[src/hdl/elbow_assist_current_setpoint_core_macros.svh]
// Assertion macros shared by the elbow assist setpoint RTL.
`ifndef ELBOW_ASSIST_CURRENT_SETPOINT_CORE_MACROS_SVH
`define ELBOW_ASSIST_CURRENT_SETPOINT_CORE_MACROS_SVH

// Same-cycle implication, checked outside reset.
`define EACS_ASSERT_IMP(name, clk, rstn, ante, cons, msg) \
  name: assert property (@(posedge clk) disable iff (!rstn) (ante) |-> (cons)) \
    else $error(msg);

// Next-cycle implication, checked outside reset.
`define EACS_ASSERT_NXT(name, clk, rstn, ante, cons, msg) \
  name: assert property (@(posedge clk) disable iff (!rstn) (ante) |=> (cons)) \
    else $error(msg);

`endif

[src/hdl/eacs_pkg.sv]
// Types, constants and tables of the elbow assist current setpoint block.
package eacs_pkg;

  // Input transaction fields
  typedef struct packed {
    logic        [15:0] load_weight;
    logic signed [15:0] elbow_angle;
    logic        [15:0] assist_share;
  } in_item_t;

  // Result transaction fields
  typedef struct packed {
    logic [19:0] elbow_torque;
    logic [25:0] cable_force;
    logic [19:0] spool_torque;
    logic [15:0] motor_current;
  } out_item_t;

  // Configuration register file
  typedef struct packed {
    logic [15:0] hand_radius;
    logic [15:0] elbow_moment_arm;
    logic [15:0] spool_radius;
    logic [15:0] drive_efficiency;
    logic [15:0] torque_constant;
    logic [19:0] continuous_torque_limit;
    logic [15:0] continuous_current_limit;
    logic [15:0] stall_current_limit;
  } cfg_t;

  // Classified job handed from front to back
  typedef struct packed {
    logic        [15:0] load_weight;
    logic        [15:0] assist_share;   // clamped to one
    logic signed [31:0] angle;          // Q2.29, folded into [-pi/2, pi/2]
  } job_t;

  typedef enum logic [2:0] {
    CFG_HAND_RADIUS   = 3'd0,
    CFG_ELBOW_ARM     = 3'd1,
    CFG_SPOOL_RADIUS  = 3'd2,
    CFG_DRIVE_EFF     = 3'd3,
    CFG_TORQUE_CONST  = 3'd4,
    CFG_CONT_TORQUE   = 3'd5,
    CFG_CONT_CURRENT  = 3'd6,
    CFG_STALL_CURRENT = 3'd7
  } cfg_idx_e;

  localparam int CFG_IDX_W  = 3;
  localparam int CFG_DATA_W = 20;

  // Register reset values
  localparam logic [15:0] RST_HAND_RADIUS   = 16'd16384;
  localparam logic [15:0] RST_ELBOW_ARM     = 16'd2294;
  localparam logic [15:0] RST_SPOOL_RADIUS  = 16'd1809;
  localparam logic [15:0] RST_DRIVE_EFF     = 16'd26214;
  localparam logic [15:0] RST_TORQUE_CONST  = 16'd2840;
  localparam logic [19:0] RST_CONT_TORQUE   = 20'd376;
  localparam logic [15:0] RST_CONT_CURRENT  = 16'd640;
  localparam logic [15:0] RST_STALL_CURRENT = 16'd1280;

  // Physical constants and floors
  localparam logic [19:0] GRAVITY_Q16 = 20'd642690;
  localparam logic [15:0] ARM_FLOOR   = 16'd655;
  localparam logic [15:0] EFF_FLOOR   = 16'd3277;
  localparam logic [15:0] SHARE_ONE   = 16'd32768;

  // Angle constants, Q29
  localparam logic signed [33:0] PI_Q29      = 34'sd1686629713;
  localparam logic signed [33:0] TWO_PI_Q29  = 34'sd3373259426;
  localparam logic signed [33:0] HALF_PI_Q29 = 34'sd843314856;

  // CORDIC gain and sine bound, Q30
  localparam logic signed [32:0] CORDIC_GAIN_Q30 = 33'sd652032874;
  localparam logic signed [32:0] ONE_Q30         = 33'sd1073741824;

  // Shared divider geometry
  localparam int DIV_NUM_W = 60;
  localparam int DIV_DEN_W = 20;

  // arctan(2^-i) in Q2.29
  function automatic logic [31:0] atan_q29(input logic [4:0] i);
    logic [31:0] r;
    case (i)
      5'd0:    r = 32'd421657428;
      5'd1:    r = 32'd248918915;
      5'd2:    r = 32'd131521918;
      5'd3:    r = 32'd66762579;
      5'd4:    r = 32'd33510843;
      5'd5:    r = 32'd16771758;
      5'd6:    r = 32'd8387925;
      5'd7:    r = 32'd4194219;
      5'd8:    r = 32'd2097141;
      5'd9:    r = 32'd1048575;
      5'd10:   r = 32'd524288;
      5'd11:   r = 32'd262144;
      5'd12:   r = 32'd131072;
      5'd13:   r = 32'd65536;
      5'd14:   r = 32'd32768;
      5'd15:   r = 32'd16384;
      5'd16:   r = 32'd8192;
      5'd17:   r = 32'd4096;
      5'd18:   r = 32'd2048;
      5'd19:   r = 32'd1024;
      5'd20:   r = 32'd512;
      5'd21:   r = 32'd256;
      5'd22:   r = 32'd128;
      5'd23:   r = 32'd64;
      default: r = 32'd0;
    endcase
    return r;
  endfunction

endpackage

[src/hdl/eacs_front.sv]
// Front end: takes input transactions, clamps and folds them, and queues jobs.
`include "elbow_assist_current_setpoint_core_macros.svh"

module eacs_front (
  input  logic               clk_i,
  input  logic               rst_ni,
  input  logic               in_valid_i,
  output logic               in_stall_o,
  input  eacs_pkg::in_item_t in_data_i,
  output logic               q_valid_o,
  input  logic               q_pop_i,
  output eacs_pkg::job_t     q_item_o
);

  eacs_pkg::job_t     job;
  logic signed [33:0] z;
  eacs_pkg::job_t     mem_q [2];
  logic               wr_ptr_q, rd_ptr_q;
  logic [1:0]         cnt_q;
  logic               push, pop;

  // Classify: clamp share, wrap angle by 2*pi, fold into the right half plane
  always_comb begin
    z = {{2{in_data_i.elbow_angle[15]}}, in_data_i.elbow_angle, 16'h0000};
    if (z > eacs_pkg::PI_Q29) z = z - eacs_pkg::TWO_PI_Q29;
    if (z < -eacs_pkg::PI_Q29) z = z + eacs_pkg::TWO_PI_Q29;
    if (z > eacs_pkg::HALF_PI_Q29) z = eacs_pkg::PI_Q29 - z;
    if (z < -eacs_pkg::HALF_PI_Q29) z = -eacs_pkg::PI_Q29 - z;
    job.load_weight  = in_data_i.load_weight;
    job.assist_share = (in_data_i.assist_share > eacs_pkg::SHARE_ONE) ?
                       eacs_pkg::SHARE_ONE : in_data_i.assist_share;
    job.angle        = 32'(z);
  end

  // Two-entry job queue
  assign in_stall_o = (cnt_q == 2'd2);
  assign push       = in_valid_i && !in_stall_o;
  assign q_valid_o  = (cnt_q != 2'd0);
  assign pop        = q_pop_i && q_valid_o;
  assign q_item_o   = mem_q[rd_ptr_q];

  always_ff @(posedge clk_i or negedge rst_ni) begin
    if (!rst_ni) begin
      wr_ptr_q <= 1'b0;
      rd_ptr_q <= 1'b0;
      cnt_q    <= 2'd0;
    end else begin
      if (push) wr_ptr_q <= !wr_ptr_q;
      if (pop)  rd_ptr_q <= !rd_ptr_q;
      cnt_q <= cnt_q + 2'(push) - 2'(pop);
    end
  end

  always_ff @(posedge clk_i) begin
    if (push) mem_q[wr_ptr_q] <= job;
  end

  `EACS_ASSERT_IMP(a_cnt_range, clk_i, rst_ni, 1'b1, cnt_q <= 2'd2, "queue count overflow")
  `EACS_ASSERT_NXT(a_cnt_up, clk_i, rst_ni, push && !pop, cnt_q == $past(cnt_q) + 2'd1, "push lost")
  `EACS_ASSERT_IMP(a_share_ok, clk_i, rst_ni, q_valid_o, q_item_o.assist_share <= eacs_pkg::SHARE_ONE, "share not clamped")

endmodule

[config.mk]
export PLATFORM = sky130hd
export DESIGN_NAME = eacs_front
export DESIGN_NICKNAME = d
export VERILOG_FILES = /design/src/hdl/eacs_pkg.sv /design/src/hdl/eacs_front.sv
export VERILOG_INCLUDE_DIRS = /design/src /design/src/hdl
export SDC_FILE = /design/constraint.sdc
export NUM_CORES = 1
export LEC_CHECK = 0
export ABC_CLOCK_PERIOD_IN_PS = 10300
export BUFFER_PORTS_ARGS = -buffer_cell sky130_fd_sc_hd__buf_2
export CAP_MARGIN = 40
export CORE_ASPECT_RATIO = 0.9
export CORE_MARGIN = 5
export CORE_UTILIZATION = 63
export CTS_BUF_LIST = sky130_fd_sc_hd__clkbuf_16
export CTS_CLUSTER_DIAMETER = 100
export DETAILED_ROUTE_END_ITERATION = 10
export GPL_ROUTABILITY_DRIVEN = 0
export PLACE_DENSITY = 0.95
export SYNTH_ARGS = -nofsm -noshare
export SYNTH_HDL_FRONTEND = slang
export SYNTH_SLANG_ARGS = --single-unit
[constraint.sdc]
create_clock -name clk_i -period 10.3 [get_ports clk_i]
set_input_delay 2.06 -clock clk_i [delete_from_list [all_inputs] [get_ports clk_i]]
set_output_delay 2.06 -clock clk_i [all_outputs]
set_load 0.05 [all_outputs]
Word-level counts from Yosys, hierarchy flattened --
Memories as Yosys holds them, arrays and structs flattened. Cells that the tools add are included.
Word-level totals: latch bits 0, memory bits (writable) 128, register bits 4, output and inout port bits 66, logic and storage cells 29, ROM bits 0, memories kept 1
Memory list:
- mem_q | depth 2, width 64, read ports 1, clocked after memory_dff 0, wr ports 1, line eacs_front.sv:17 | eacs_pkg::job_t mem_q [2];
Operators by class: reductions and logical operators 6, bitwise gates (word level) 0, magnitude comparators 5, shift-type cells 0, multiplexer cells 7, divide/modulo/power cells 0, add/subtract/negate cells 6, multipliers 0, equal/unequal tests 1
Operators by type and width (count):
- $mux W34 | 3
- $add A34 B33 Y34 const B | 1
- $gt A34 B31 Y1 const B | 1
- $lt A34 B31 Y1 const B | 1
- $lt A34 B32 Y1 const B | 1
- $sub A32 B33 Y34 const B | 1
- $sub A32 B34 Y34 const A | 1
- $gt A32 B32 Y1 const B | 1
- $mux W32 | 1
- $sub A32 B32 Y32 const A | 1
- $gt A16 B16 Y1 const B | 1
- $mux W16 | 1
- $logic_not A1 Y1 | 3
- $add A2 B1 Y2 | 1
- $eq A2 B2 Y1 const B | 1
- $logic_and A1 B1 Y1 | 2
- $mux W1 | 2
- $reduce_bool A2 Y1 | 1
- $sub A2 B1 Y2 | 1

Longest topological paths before layout --
depth in word-level cells 8, mapped depth 35

Worst setup path after synthesis --
Ideal clock, no wire load.
kind input to register, start point in in_data_i[20] (netlist name), end point mem mem_q[0][30] (netlist name) (data pin), slack 1.418 ns, data arrival time 8.613 ns, stages on the path 34, setup time 0.269 ns, path through clkbuf_1 -> inv_1 -> ha_1 -> nand2b_1 -> o21ai_0 -> nand3_1 -> a211o_1 -> a31oi_1 -> ha_1 -> buf_2 -> nor2b_1 -> o21ai_1 -> xnor2_1 -> o21ai_2 -> a311oi_2 -> buf_2 -> buf_2 -> ha_1 -> ha_1 -> buf_1 -> o2111ai_1 -> or4_1 -> buf_2 -> a21oi_2 -> buf_4 -> clkbuf_1 -> nor2_1 -> a21oi_1 -> ha_1 -> nor3_1 -> o211a_1 -> nor3_1 -> o211ai_1 -> xor2_1
RTL lines:
- start: declaration | line eacs_front.sv:9 | input eacs_pkg::in_item_t in_data_i,
- end: declaration | line eacs_front.sv:17

==> flow_summary_export.csv <==
group,metric,value,unit
cts,htreeDepth,4,
timing,tightestPinTransition,0.932,ns
timing,max_slew_margin,37.4,%
place,hpwlAfterDp,14300,um
pwr,p_per_area,317,mW/mm^2
synth,yosys.cell_types.count,88,
global_routing,antenna_found_initial,0,
cells_and_area,multi_input_area,0.00427,sq mm
drt,vias_per_cell,6.70,
floorplanning,chipHeight,120,um
pwr,clockPowerShare,20.7,%
synth,synthTopCellsByArea,"edfxtp_1 45%, mux2_2 8.8%, xnor2_1 5.1%",
setup_path,cp.required,10.44,ns
synth,synth_edf_count,126,
status,status,"finished clean",
pwr,p_int,0.00169,W
timing,hold_viol,0,
drt,wl,22300,um
cts,cts_tree,"built",
setup_path,crit_type,"input port to register",
timing,setup_viol,0,
pwr,p_switching,0.00140,W
cts,clk_pin_slew,0.06,ns
global_routing,use_met1,34.9,%
global_routing,grt_pass1_wl,34900,um
timing,clock_skew,0.00743,ns
pwr,switching_share,45.3,%
floorplanning,row_count,40,
global_routing,grt_usage,27.4,%
synth,syn_area,0.00843,sq mm
global_routing,grt-ovfl-total,0,
drt,detail_route.wl_per_cell,21.1,um
cts,clock_latency,0.42,ns
global_routing,grt_pass1_vias,6624,
timing,hold_slack,0.496,ns
cts,cts_buffer_depth,2,
cells_and_area,diodes,0,
synth,avgSynthCellArea,10.9,sq um
floorplanning,io_pins,118,
cts,postCtsHoldBufs,0,
timing,slew_violations,0,
drt,drt-initial-drc-count,962,
timing,fin_crit,9.77,ns
job,cap_violations,0,
cts,cts-resized-gates,0,
synth,synth_top_cell_by_area,"edfxtp_1",
drt,drtAntennaViolNets,0,
synth,yosysSeqAreaShare,46.1,%
pwr,ir_drop,0.000199,V
timing,max_freq,102,MHz
drt,drt-pass1-iter-count,6,
pwr,p_seq_share,28.0,%
floorplanning,core,0.0132,sq mm
synth,synth.yosys.warnings,0,
cells_and_area,area_growth,15.5,%
cells_and_area,fin_nets,940,
floorplanning,start_util,63.8,%
cells_and_area,fillerInstances,821,
synth,syn_nets,839,
worst_hold_path,hp-class,"register to register",
place,port_buffers,117,
setup_path,critPathArrivalTime,9.91,ns
drt,drc,0,
floorplanning,die_x,132,um
pwr,p_comb_share,51.3,%
cells_and_area,regArea,0.00388,sq mm
global_routing,grt-busiest-layer,"met2",
timing,rsz0062_at_grt,"false",
setup_path,worstSetupStartpointType,"input port",
synth,synth_top_area_share,44.9,%
cts,cts-root-buf,"clkbuf_16",
timing,min_period_over_period,94.8,%
setup_path,critPathMaxFanout,30,
drt,via_count,7050,
global_routing,met3_usage,5.49,%
cts,cts_setup_buffers,0,
synth,netlist_instances,772,
synth,synthArstFlopShare,3.08,%
cells_and_area,drive_above_1_share,29.5,%
cts,clock-sinks,130,
pwr,total_leakage_power,3.62,nW
timing,fin_setup_tns,0,ns
synth,synthFlopType,"edfxtp_1",
global_routing,grt_use_met2,46.2,%
setup_path,crit_path_end_kind,"register",
synth,yosys_register_bits,130,
cts,cts_buffers,17,
global_routing,grt_max_degree,65,
floorplanning,fp.dieArea,0.0158,sq mm
routing by layer:
metal / routed length [um] / part of all wire [%] / vias to the layer above
met3: 2080 / 9.3 / 89
li1: - / - / 3143
met1: 8370 / 38 / 3323
met5: 0 / 0 / -
met4: 851 / 3.8 / 0
met2: 11000 / 49 / 495
registers in the layout, indices dropped and copies added, names as in the netlist:
| name | count |
|---|---|
| cnt_q | 2 |
| rd_ptr_q | 1 |
| mem_q | 126 |
| wr_ptr_q | 1 |
critical path, stage by stage:
cell,delay (ns)
buf_2,0.19
inv_1,0.13
ha_1,0.31
nand2b_1,0.14
o21ai_0,0.22
nand3_1,0.12
a211o_1,0.30
a31oi_1,0.16
ha_1,0.42
clkinv_1,0.39
a211oi_1,0.50
o22ai_1,0.22
a221oi_1,0.67
o21ai_0,0.35
xor2_1,0.23
a32o_1,0.16
o2111ai_1,0.24
a31oi_2,0.52
a21oi_2,0.19
buf_4,0.25
a31oi_1,0.60
o211ai_2,0.19
a21oi_2,0.21
o21ba_2,0.66
o21ai_1,0.25
xor2_1,0.22
worst paths after layout:
path	startpoint	endpoint	slack, ns	depth (start not counted)
setup / recovery	in_data_i[20]	mem_q[1][22]$_DFFE_PP_	0.53	26
hold / removal	cnt_q[1]$_DFF_PN0_	cnt_q[1]$_DFF_PN0_	0.50	1
max in group asynchronous	rst_ni	rd_ptr_q$_DFFE_PN0P_	8.72	1
setup reg to reg	cnt_q[0]$_DFF_PN0_	mem_q[0][37]$_DFFE_PP_	8.44	4
hold reg to reg	cnt_q[1]$_DFF_PN0_	cnt_q[1]$_DFF_PN0_	0.50	1
min in group asynchronous	rst_ni	rd_ptr_q$_DFFE_PN0P_	1.44	1
synth_stat cells (19+ instances only):
library cell  instances
nor2b_1              21
mux2_2               66
nand3_1              19
inv_1                20
xor2_1               22
nor2_1               45
clkbuf_1             28
xnor2_1              49
nand2_1              59
o21ai_0              27
edfxtp_1            126
a21oi_1              22
power groups by stage:
stage / Sequential (W) / Combinational (W) / Clock [W]
detailed placement: 0.000871 / 0.00153 / 0
CTS: 0.000866 / 0.00157 / 0.000644
floorplan: 0.000860 / 0.00123 / 0
global placement: 0.000857 / 0.00150 / 0
finish: 0.000866 / 0.00158 / 0.000638
global route: 0.000879 / 0.00166 / 0.000666
cells in the final DEF (no fill, tap or decap), types with 18 or more instances in the layout:
cell      count
o21ai_0      26
nor3_1       18
nor2_1       44
nor2b_1      21
a21oi_1      22
nand2_1      59
edfxtp_1    126
buf_2       117
xor2_1       22
nand3_1      19
mux2_2       66
inv_1        20
xnor2_1      49
cell families (layout without fill, tap and decap cells):
family                   Yosys count  count (layout)  share of synthesized area (%)
AO/OA/AOI/OAI                    179             179                           16.1
flip-flops                       130             130                           46.1
AND/OR/NAND/NOR                  228             228                           14.1
XOR/XNOR                          72              72                           7.57
adder cells (fa/ha/maj)           15              15                           2.23
buffers and inverters             68             181                           3.43
multiplexers                      80              80                           10.5
layout make-up:
cell class | instances | area share (%)
Sequential cell | 130 | 39.9
Multi-Input combinational cell | 574 | 43.8
Timing Repair Buffer | 127 | 6.78
Clock buffer | 17 | 4.37
Tap cell | 168 | 2.16
Clock inverter | 14 | 2.08
Inverter | 23 | 0.886
per-stage QoR:
stage	util, %	power [W]	instances	area, sq um	worst slack, ns
2_1_floorplan	-	0.00209	772	8430	1.42
3_3_place_gp	69.0	0.00236	1022	9110	0.792
3_5_place_dp	69.0	0.00240	1022	9110	0.542
4_1_cts	73.7	0.00308	1053	9740	0.809
5_1_grt	73.7	0.00321	1053	9740	0.0590
6_report	73.7	0.00309	1053	9740	0.533
Power figures use the tool's default switching activity.
